$ cat src/design/esc_pkg.sv
package esc_pkg;

	// Default epoch: midnight, January 1 1970, which was a Thursday.
	localparam int EPOCH_BASE_YEAR_DEF     = 1970;
	localparam int EPOCH_FIRST_WEEKDAY_DEF = 4;

	// Field widths of the input item and of the result item.
	localparam int EPOCH_W = 32;
	localparam int SEC_W   = 6;
	localparam int MIN_W   = 6;
	localparam int HOUR_W  = 5;
	localparam int DAY_W   = 16;
	localparam int MON_W   = 4;
	localparam int YOFF_W  = 8;
	localparam int WDAY_W  = 3;
	localparam int YDAY_W  = 9;

	// Width of the reciprocal product.
	localparam int PROD_W = 2 * EPOCH_W;

	// Divisors of the time split and of the weekday.
	localparam logic [5:0] SECS_PER_MIN  = 6'd60;
	localparam logic [5:0] MINS_PER_HOUR = 6'd60;
	localparam logic [5:0] HOURS_PER_DAY = 6'd24;
	localparam logic [5:0] DAYS_PER_WEEK = 6'd7;

	// Rounded-up reciprocals of the divisors. For every dividend that a pass can see
	// (32 bits of seconds, 27 bits of minutes, 21 bits of hours, 16 bits of days plus
	// the weekday offset), x / d equals (x * RECIP) >> SHIFT exactly.
	localparam logic [EPOCH_W-1:0] SEC_RECIP  = 32'h8888_8889;
	localparam logic [EPOCH_W-1:0] MIN_RECIP  = 32'h8888_8889;
	localparam logic [EPOCH_W-1:0] HOUR_RECIP = 32'h0AAA_AAAB;
	localparam logic [EPOCH_W-1:0] WDAY_RECIP = 32'h2492_4925;
	localparam int SEC_SHIFT  = 37;
	localparam int MIN_SHIFT  = 37;
	localparam int HOUR_SHIFT = 32;
	localparam int WDAY_SHIFT = 32;

	localparam logic [MON_W-1:0] MON_FEBRUARY = 4'd1;
	localparam logic [MON_W-1:0] MON_DECEMBER = 4'd11;

	localparam logic [DAY_W-1:0] DAYS_COMMON_YEAR = 16'd365;

	typedef enum logic [2:0] {
		ST_IDLE,
		ST_DIV,
		ST_YEAR,
		ST_MONTH,
		ST_DONE
	} esc_state_t;

	typedef enum logic [1:0] {
		PH_SEC,
		PH_MIN,
		PH_HOUR,
		PH_WDAY
	} esc_phase_t;

	// Length of a month in a common year.
	function automatic logic [4:0] month_len(input logic [MON_W-1:0] mon);
		logic [4:0] len;
		begin
			unique case (mon)
				4'd1: len = 5'd28;
				4'd3, 4'd5, 4'd8, 4'd10: len = 5'd30;
				default: len = 5'd31;
			endcase
			return len;
		end
	endfunction

endpackage

$ cat src/design/esc_item_if.sv
interface esc_item_if import esc_pkg::*; ();
	logic               valid;
	logic               ready;
	logic [EPOCH_W-1:0] epoch_seconds;
	logic               elapsed_mode;

	modport source (output valid, output epoch_seconds, output elapsed_mode, input ready);
	modport sink (input valid, input epoch_seconds, input elapsed_mode, output ready);
endinterface

$ cat src/design/esc_result_if.sv
interface esc_result_if import esc_pkg::*; ();
	logic              valid;
	logic              ready;
	logic [SEC_W-1:0]  second_of_minute;
	logic [MIN_W-1:0]  minute_of_hour;
	logic [HOUR_W-1:0] hour_of_day;
	logic [DAY_W-1:0]  day_field;
	logic [MON_W-1:0]  month_index;
	logic [YOFF_W-1:0] year_offset;
	logic [WDAY_W-1:0] weekday;
	logic [YDAY_W-1:0] day_of_year;

	modport source (
		output valid, output second_of_minute, output minute_of_hour, output hour_of_day,
		output day_field, output month_index, output year_offset, output weekday,
		output day_of_year, input ready
	);
	modport sink (
		input valid, input second_of_minute, input minute_of_hour, input hour_of_day,
		input day_field, input month_index, input year_offset, input weekday,
		input day_of_year, output ready
	);
endinterface

$ cat src/design/epoch_seconds_to_calendar_top.sv
// Converts a 32-bit count of seconds since midnight, January 1 of EPOCH_BASE_YEAR, into
// calendar fields. Input items arrive on the item channel (epoch_seconds, elapsed_mode);
// each one gives exactly one transfer on the result channel. With elapsed_mode set, the
// day field carries the whole elapsed day count and month, year, weekday and day of year
// are zero.
// A small sequencer reuses one multiplier and one subtractor. Each division, by 60, 60
// and 24 and then by 7 for the weekday, is a registered multiply by the divisor's
// reciprocal, then the remainder by subtraction. After that one year is removed per
// cycle and one month per cycle. In elapsed mode the sequencer stops after the
// division by 24 and skips the weekday, year and month steps.
// The block takes one item at a time: item.ready is high only while the sequencer idles.
// The result sits in an output register, so the next item is taken while a finished
// result still waits. If the receiver stalls, the result is held unchanged, and a second
// finished item waits in the sequencer until the output register frees up.
// Reset (arst_n low) empties the output register and returns the sequencer to idle.
module epoch_seconds_to_calendar_top import esc_pkg::*; #(
	parameter int EPOCH_BASE_YEAR     = EPOCH_BASE_YEAR_DEF,
	parameter int EPOCH_FIRST_WEEKDAY = EPOCH_FIRST_WEEKDAY_DEF
) (
	input  logic         clk,
	input  logic         arst_n,
	esc_item_if.sink     item,
	esc_result_if.source result
);

	// Position of the base year in the 4, 100 and 400 year leap cycles. The year loop
	// advances these counters instead of dividing the year.
	localparam logic [1:0] BASE_MOD4   = 2'(EPOCH_BASE_YEAR % 4);
	localparam logic [6:0] BASE_MOD100 = 7'(EPOCH_BASE_YEAR % 100);
	localparam logic [8:0] BASE_MOD400 = 9'(EPOCH_BASE_YEAR % 400);

	esc_state_t state_q, state_d;
	esc_phase_t phase_q;

	logic               step_q;
	logic [EPOCH_W-1:0] dvd_q;
	logic [PROD_W-1:0]  prod_q;
	logic               elapsed_q;

	logic [SEC_W-1:0]  sec_q;
	logic [MIN_W-1:0]  min_q;
	logic [HOUR_W-1:0] hour_q;
	logic [DAY_W-1:0]  days_q;
	logic [WDAY_W-1:0] wday_q;
	logic [YOFF_W-1:0] yoff_q;
	logic [YDAY_W-1:0] yday_q;
	logic [MON_W-1:0]  mon_q;
	logic [1:0]        y4_q;
	logic [6:0]        y100_q;
	logic [8:0]        y400_q;

	// Output register.
	logic              res_valid_q;
	logic [SEC_W-1:0]  res_sec_q;
	logic [MIN_W-1:0]  res_min_q;
	logic [HOUR_W-1:0] res_hour_q;
	logic [DAY_W-1:0]  res_day_q;
	logic [MON_W-1:0]  res_mon_q;
	logic [YOFF_W-1:0] res_yoff_q;
	logic [WDAY_W-1:0] res_wday_q;
	logic [YDAY_W-1:0] res_yday_q;

	// Shared compare-and-subtract unit.
	logic [EPOCH_W-1:0] opa, opb;
	logic [EPOCH_W:0]   diff;
	logic               ge;

	logic               accept;
	logic               out_free;
	logic               load_res;
	logic               div_last;
	logic [EPOCH_W-1:0] recip;
	logic [EPOCH_W-1:0] quo;
	logic [EPOCH_W-1:0] quo_times_d;
	logic [PROD_W-1:0]  product;
	logic               leap;
	logic               month_step;

	assign diff = {1'b0, opa} - {1'b0, opb};
	assign ge   = ~diff[EPOCH_W];

	// The current year is a leap year by the Gregorian 4/100/400 rule.
	assign leap = (y4_q == 2'd0) && ((y100_q != 7'd0) || (y400_q == 9'd0));

	// Division by a constant: a pass first registers the dividend times the reciprocal,
	// then takes the quotient from the top of that product and gets the remainder as
	// dividend minus quotient times divisor.
	always_comb begin
		unique case (phase_q)
			PH_SEC: begin
				recip       = SEC_RECIP;
				quo         = EPOCH_W'(prod_q >> SEC_SHIFT);
				quo_times_d = quo * EPOCH_W'(SECS_PER_MIN);
			end
			PH_MIN: begin
				recip       = MIN_RECIP;
				quo         = EPOCH_W'(prod_q >> MIN_SHIFT);
				quo_times_d = quo * EPOCH_W'(MINS_PER_HOUR);
			end
			PH_HOUR: begin
				recip       = HOUR_RECIP;
				quo         = EPOCH_W'(prod_q >> HOUR_SHIFT);
				quo_times_d = quo * EPOCH_W'(HOURS_PER_DAY);
			end
			default: begin
				recip       = WDAY_RECIP;
				quo         = EPOCH_W'(prod_q >> WDAY_SHIFT);
				quo_times_d = quo * EPOCH_W'(DAYS_PER_WEEK);
			end
		endcase
	end

	assign product  = {{EPOCH_W{1'b0}}, dvd_q} * {{EPOCH_W{1'b0}}, recip};
	assign div_last = step_q;

	// Handshake and operand selection.
	always_comb begin
		item.ready = (state_q == ST_IDLE);
		out_free   = !res_valid_q || result.ready;
		load_res   = (state_q == ST_DONE) && out_free;
		month_step = ge && (mon_q != MON_DECEMBER);
		unique case (state_q)
			ST_DIV: begin
				opa = dvd_q;
				opb = quo_times_d;
			end
			ST_YEAR: begin
				opa = EPOCH_W'(days_q);
				opb = EPOCH_W'(DAYS_COMMON_YEAR) + EPOCH_W'(leap);
			end
			ST_MONTH: begin
				opa = EPOCH_W'(days_q);
				opb = EPOCH_W'(month_len(mon_q)) + EPOCH_W'(leap && (mon_q == MON_FEBRUARY));
			end
			default: begin
				opa = EPOCH_W'(days_q);
				opb = '0;
			end
		endcase
	end

	assign accept = item.valid && item.ready;

	always_comb begin
		state_d = state_q;
		unique case (state_q)
			ST_IDLE: begin
				if (accept) state_d = ST_DIV;
			end
			ST_DIV: begin
				if (div_last && (phase_q == PH_HOUR) && elapsed_q) state_d = ST_DONE;
				else if (div_last && (phase_q == PH_WDAY)) state_d = ST_YEAR;
			end
			ST_YEAR: begin
				if (!ge) state_d = ST_MONTH;
			end
			ST_MONTH: begin
				if (!month_step) state_d = ST_DONE;
			end
			default: begin
				if (out_free) state_d = ST_IDLE;
			end
		endcase
	end

	// Control state.
	always_ff @(posedge clk or negedge arst_n) begin
		if (!arst_n) begin
			state_q     <= ST_IDLE;
			phase_q     <= PH_SEC;
			step_q      <= 1'b0;
			res_valid_q <= 1'b0;
		end else begin
			state_q <= state_d;
			if (accept) begin
				phase_q <= PH_SEC;
				step_q  <= 1'b0;
			end else if (state_q == ST_DIV) begin
				if (div_last) begin
					step_q <= 1'b0;
					unique case (phase_q)
						PH_SEC:  phase_q <= PH_MIN;
						PH_MIN:  phase_q <= PH_HOUR;
						PH_HOUR: phase_q <= PH_WDAY;
						default: phase_q <= PH_SEC;
					endcase
				end else begin
					step_q <= 1'b1;
				end
			end
			if (load_res) res_valid_q <= 1'b1;
			else if (result.ready) res_valid_q <= 1'b0;
		end
	end

	// Datapath.
	always_ff @(posedge clk) begin
		if (accept) begin
			dvd_q     <= item.epoch_seconds;
			elapsed_q <= item.elapsed_mode;
			mon_q     <= '0;
			yoff_q    <= '0;
			wday_q    <= '0;
			yday_q    <= '0;
		end
		unique case (state_q)
			ST_DIV: begin
				if (!div_last) begin
					prod_q <= product;
				end else begin
					unique case (phase_q)
						PH_SEC: begin
							sec_q <= diff[SEC_W-1:0];
							dvd_q <= quo;
						end
						PH_MIN: begin
							min_q <= diff[MIN_W-1:0];
							dvd_q <= quo;
						end
						PH_HOUR: begin
							hour_q <= diff[HOUR_W-1:0];
							days_q <= quo[DAY_W-1:0];
							// The weekday pass divides the day count, offset by the
							// weekday of the first epoch day, by seven.
							dvd_q  <= EPOCH_W'(quo[DAY_W-1:0]) + EPOCH_W'(EPOCH_FIRST_WEEKDAY);
						end
						default: begin
							wday_q <= diff[WDAY_W-1:0];
							y4_q   <= BASE_MOD4;
							y100_q <= BASE_MOD100;
							y400_q <= BASE_MOD400;
						end
					endcase
				end
			end
			ST_YEAR: begin
				if (ge) begin
					days_q <= diff[DAY_W-1:0];
					yoff_q <= yoff_q + 1'b1;
					y4_q   <= y4_q + 1'b1;
					y100_q <= (y100_q == 7'd99) ? 7'd0 : y100_q + 1'b1;
					y400_q <= (y400_q == 9'd399) ? 9'd0 : y400_q + 1'b1;
				end else begin
					yday_q <= days_q[YDAY_W-1:0];
				end
			end
			ST_MONTH: begin
				if (month_step) begin
					days_q <= diff[DAY_W-1:0];
					mon_q  <= mon_q + 1'b1;
				end
			end
			default: begin
			end
		endcase
		if (load_res) begin
			res_sec_q  <= sec_q;
			res_min_q  <= min_q;
			res_hour_q <= hour_q;
			res_day_q  <= elapsed_q ? days_q : days_q + 1'b1;
			res_mon_q  <= mon_q;
			res_yoff_q <= yoff_q;
			res_wday_q <= wday_q;
			res_yday_q <= yday_q;
		end
	end

	assign result.valid            = res_valid_q;
	assign result.second_of_minute = res_sec_q;
	assign result.minute_of_hour   = res_min_q;
	assign result.hour_of_day      = res_hour_q;
	assign result.day_field        = res_day_q;
	assign result.month_index      = res_mon_q;
	assign result.year_offset      = res_yoff_q;
	assign result.weekday          = res_wday_q;
	assign result.day_of_year      = res_yday_q;

endmodule
$ cat src/flat_wrapper.sv
// flat-port wrapper written by rule: the top's interface ports become plain ports
module epoch_seconds_to_calendar_top_flat import esc_pkg::*;
#(
	parameter int EPOCH_BASE_YEAR     = EPOCH_BASE_YEAR_DEF,
	parameter int EPOCH_FIRST_WEEKDAY = EPOCH_FIRST_WEEKDAY_DEF
)
  (clk, arst_n, item_valid, item_epoch_seconds, item_elapsed_mode, item_ready, result_valid, result_second_of_minute, result_minute_of_hour, result_hour_of_day, result_day_field, result_month_index, result_year_offset, result_weekday, result_day_of_year, result_ready);
  esc_item_if item_i ();
  esc_result_if result_i ();
  input  logic clk;
  input  logic arst_n;
  input wire logic [$bits(item_i.valid)-1:0] item_valid;
  input wire logic [$bits(item_i.epoch_seconds)-1:0] item_epoch_seconds;
  input wire logic [$bits(item_i.elapsed_mode)-1:0] item_elapsed_mode;
  output wire logic [$bits(item_i.ready)-1:0] item_ready;
  output wire logic [$bits(result_i.valid)-1:0] result_valid;
  output wire logic [$bits(result_i.second_of_minute)-1:0] result_second_of_minute;
  output wire logic [$bits(result_i.minute_of_hour)-1:0] result_minute_of_hour;
  output wire logic [$bits(result_i.hour_of_day)-1:0] result_hour_of_day;
  output wire logic [$bits(result_i.day_field)-1:0] result_day_field;
  output wire logic [$bits(result_i.month_index)-1:0] result_month_index;
  output wire logic [$bits(result_i.year_offset)-1:0] result_year_offset;
  output wire logic [$bits(result_i.weekday)-1:0] result_weekday;
  output wire logic [$bits(result_i.day_of_year)-1:0] result_day_of_year;
  input wire logic [$bits(result_i.ready)-1:0] result_ready;
  assign item_i.valid = item_valid;
  assign item_i.epoch_seconds = item_epoch_seconds;
  assign item_i.elapsed_mode = item_elapsed_mode;
  assign item_ready = item_i.ready;
  assign result_valid = result_i.valid;
  assign result_second_of_minute = result_i.second_of_minute;
  assign result_minute_of_hour = result_i.minute_of_hour;
  assign result_hour_of_day = result_i.hour_of_day;
  assign result_day_field = result_i.day_field;
  assign result_month_index = result_i.month_index;
  assign result_year_offset = result_i.year_offset;
  assign result_weekday = result_i.weekday;
  assign result_day_of_year = result_i.day_of_year;
  assign result_i.ready = result_ready;
  epoch_seconds_to_calendar_top #(.EPOCH_BASE_YEAR(EPOCH_BASE_YEAR), .EPOCH_FIRST_WEEKDAY(EPOCH_FIRST_WEEKDAY)) u_core (.clk(clk), .arst_n(arst_n), .item(item_i), .result(result_i));
endmodule
$ cat config.mk
export PLATFORM = sky130hd
export DESIGN_NAME = epoch_seconds_to_calendar_top_flat
export DESIGN_NICKNAME = d
export VERILOG_FILES = /design/src/design/esc_pkg.sv /design/src/design/esc_item_if.sv /design/src/design/esc_result_if.sv /design/src/design/epoch_seconds_to_calendar_top.sv /design/src/flat_wrapper.sv
export SDC_FILE = /design/constraint.sdc
export NUM_CORES = 2
export LEC_CHECK = 0
export BUFFER_PORTS_ARGS = -buffer_cell sky130_fd_sc_hd__buf_4
export CORE_MARGIN = 3
export CORE_UTILIZATION = 60
export DETAILED_ROUTE_END_ITERATION = 8
export PLACE_DENSITY = 0.87
export SLEW_MARGIN = 20
export SYNTH_ARGS = -nofsm -noshare
export SYNTH_HDL_FRONTEND = slang
export SYNTH_SLANG_ARGS = --single-unit
$ cat constraint.sdc
create_clock -name clk -period 7.6 [get_ports clk]
set_input_delay 0.76 -clock clk [delete_from_list [all_inputs] [get_ports clk]]
set_output_delay 0.76 -clock clk [all_outputs]
set_load 0.005 [all_outputs]
==> impl_metrics.toml <==
[die]
ios = 96
fp.coreArea_um2 = 63200
die_h_um = 259
die_area_um2 = 67100
die_w_um = 259
start_util_pct = 60.8
rows = 92

[synth]
yosys.area.top_type = "fa_1"
netlist_area_um2 = 38400
synth_top_flop_cell = "edfxtp_1"
yosysMostFrequentCell = "inv_1"
yosysWarnings = 0
synth.area.top_cells = "fa_1 33%, ha_1 16%, edfxtp_1 11%"
synth_seq_cells = 204
syn_inst = 4036
ys_async_sr_fraction_pct = 3.43
ys_types = 86
syn-mean-instance-area_um2 = 9.52
yosysSeqAreaShare_pct = 14.4
synth-edff-count = 141
synth_top_area_share_pct = 33.1
synth_common_cells = "917 x inv_1, 635 x fa_1, 503 x ha_1, 303 x nand2_1, 180 x a21oi_1"

[cts]
clock-sinks = 204
clkLatencyLatePin_ns = 0.57
clock_path_buffers = 3
cts.clk_slew.worst_paths_ns = 0.07
cts_buffers = 22
cts_hold_buf = 0
cts_max_level = 1
cts_tree = "done"
cts-root-buf = "clkbuf_16"

[drt]
dr.pass1.iters = 7
vias = 32300
drtIter0Drc = 3550
drc = 0
drt-total-wl_um = 126000
vias_per_cell = 5.98
postRouteAntennaNets = 0
wl_per_cell_um = 23.3

[worst_hold_path]
hp-class = "in2async"

[global_route]
grt.overflow.total = 0
grt_pass1_vias = 34100
antenna_found_initial = 2
grt_max_degree = 57
grt_usage_pct = 37.4
grt_pass1_wl_um = 190000

[layout]
fin_util_pct = 71.1
nets = 5714
fill_cells = 4351
drive_gt1_share_pct = 16.7
multi_input_area_um2 = 30400
regArea_um2 = 5530
area_growth_pct = 16.9

[timing]
finalSetupViolations = 23
worst_slew_pin_slew_ns = 1.29
finalCritPeriodShare_pct = 105
fmax_mhz = 126
finClkSkew_ns = 0.0417
hold_viol = 0
drv_slew = 0
grt_setup_unrepaired = "yes"
fin_ws_ns = -0.362
relSlewSlack_pct = 14.0
min_period_ns = 7.96

[worst_setup_path]
cp_common_cell = "fa_1"
cp_max_fo = 8
cp.required_ns = 7.89
slowest_delay_ns = 0.57
critPathKind = "reg2reg"
cp_slowest_cell = "fa_1"
cp-start-kind = "flop"
worst_setup_path_end_kind = "flop"
worstPathArrival_ns = 8.25

[place]
globalplace.congestion = 1.08
portBuffers = 95
dp_hpwl_um = 103000

[run_status]
failed_checks = "setup timing"
status = "finished, violations left"

[job]
cap_violations = 0
-- final timing paths --
path                                   start                           endpoint  slack [ns]  cells after the start
setup / recovery           u_core.phase_q[0]                  u_core.prod_q[61]       -0.36                     30
hold / removal                        arst_n                  u_core.phase_q[0]        0.03                      1
setup reg to reg           u_core.phase_q[0]                  u_core.prod_q[61]       -0.36                     30
hold reg to reg              u_core.sec_q[1]  u_core.result.second_of_minute[1]        0.42                      0
max in group asynchronous             arst_n                  u_core.phase_q[1]        7.39                      1
min in group clk           item_elapsed_mode                   u_core.elapsed_q        0.38                      1
-- logic make-up (layout without fill, tap and decap cells) --
family,count (synthesis),after routing,synth area share (%)
multiplexers,32,32,0.841
buffers and inverters,1008,1436,9.86
flip-flops,204,204,14.4
XOR/XNOR,134,134,3.06
adder cells (fa/ha/maj),1138,1138,49.5
other,2,95,0.0196
AO/OA/AOI/OAI,635,635,11.0
AND/OR/NAND/NOR,883,883,11.3
-- critical path: cells and delay by family (launching register included) --
family | cells | cell delay [ns]
adder cells (fa/ha/maj) | 10 | 4.29
AND/OR/NAND/NOR | 7 | 1.32
buffers and inverters | 9 | 0.97
AO/OA/AOI/OAI | 3 | 0.54
flip-flops | 1 | 0.43
XOR/XNOR | 1 | 0.12
-- repair_timing --
action,CTS,global route
setup endpoints to repair,26,31
buffers inserted,15,12
gates cloned,1,0
pin swaps,85,80
resized for setup,113,120
-- routing by layer --
metal	global-route usage [%]	vias up	routed length, um
met5	0	-	11
met4	21.8	2	10000
met3	8.31	634	14400
met2	59.9	2114	56700
met1	46.8	15500	44700
li1	-	14000	-
-- cells in the final DEF (no fill, tap or decap), drive strengths merged, types with 10 or more instances in the layout --
cell type and count:
nand4 35, fa 635, inv 922, a21o 77, o21bai 23, xor2 50
o21a 24, mux2i 30, o31ai 10, a31oi 49, buf 478, or3 11
xnor2 84, a221oi 24, nor2 147, nor3 33, and3 30, a21oi 181
conb 93, clkbuf 26, nand2 303, o211ai 29, o21ai 90, nor2b 77
o221ai 10, nand2b 15, ha 503, nand3 73, and2 94, dfxtp 56
or2 36, edfxtp 141, a211oi 29
-- layout make-up --
cell class	count	share of cell area (%)
Antenna cell	2	0.0111
Clock inverter	14	0.476
Timing Repair Buffer	478	8.21
Inverter	918	7.67
Clock buffer	26	1.26
Sequential cell	204	12.3
Tap cell	846	2.36
Multi-Input combinational cell	2915	67.7
-- flip-flops by register name (all words and copies together), names as in the netlist, 9 cells and up --
signal                     cells
u_core.days_q                 16
u_core.result.day_of_year      9
u_core.dvd_q                  32
u_core.result.day_field       16
u_core.prod_q                 32
u_core.yday_q                  9
u_core.y400_q                  9
-- per-stage QoR --
step                      setup TNS, ns  hold slack, ns  setup WS, ns  instance area (um2)  instances
final                             -6.35          0.0277        -0.362                44900       5403
after floorplan                 -0.0315           0.400       -0.0211                38800       4127
after global routing              -9.67          0.0237        -0.554                44900       5401
after CTS                         -1.13         0.00921        -0.143                44400       5391
after detailed placement          -7.43           0.405        -0.563                43000       5335
after global placement            -1.92           0.401        -0.175                43000       5335
Power is not shown: default switching activity piles up to over one toggle a cycle in this logic, so the estimate is an artifact.
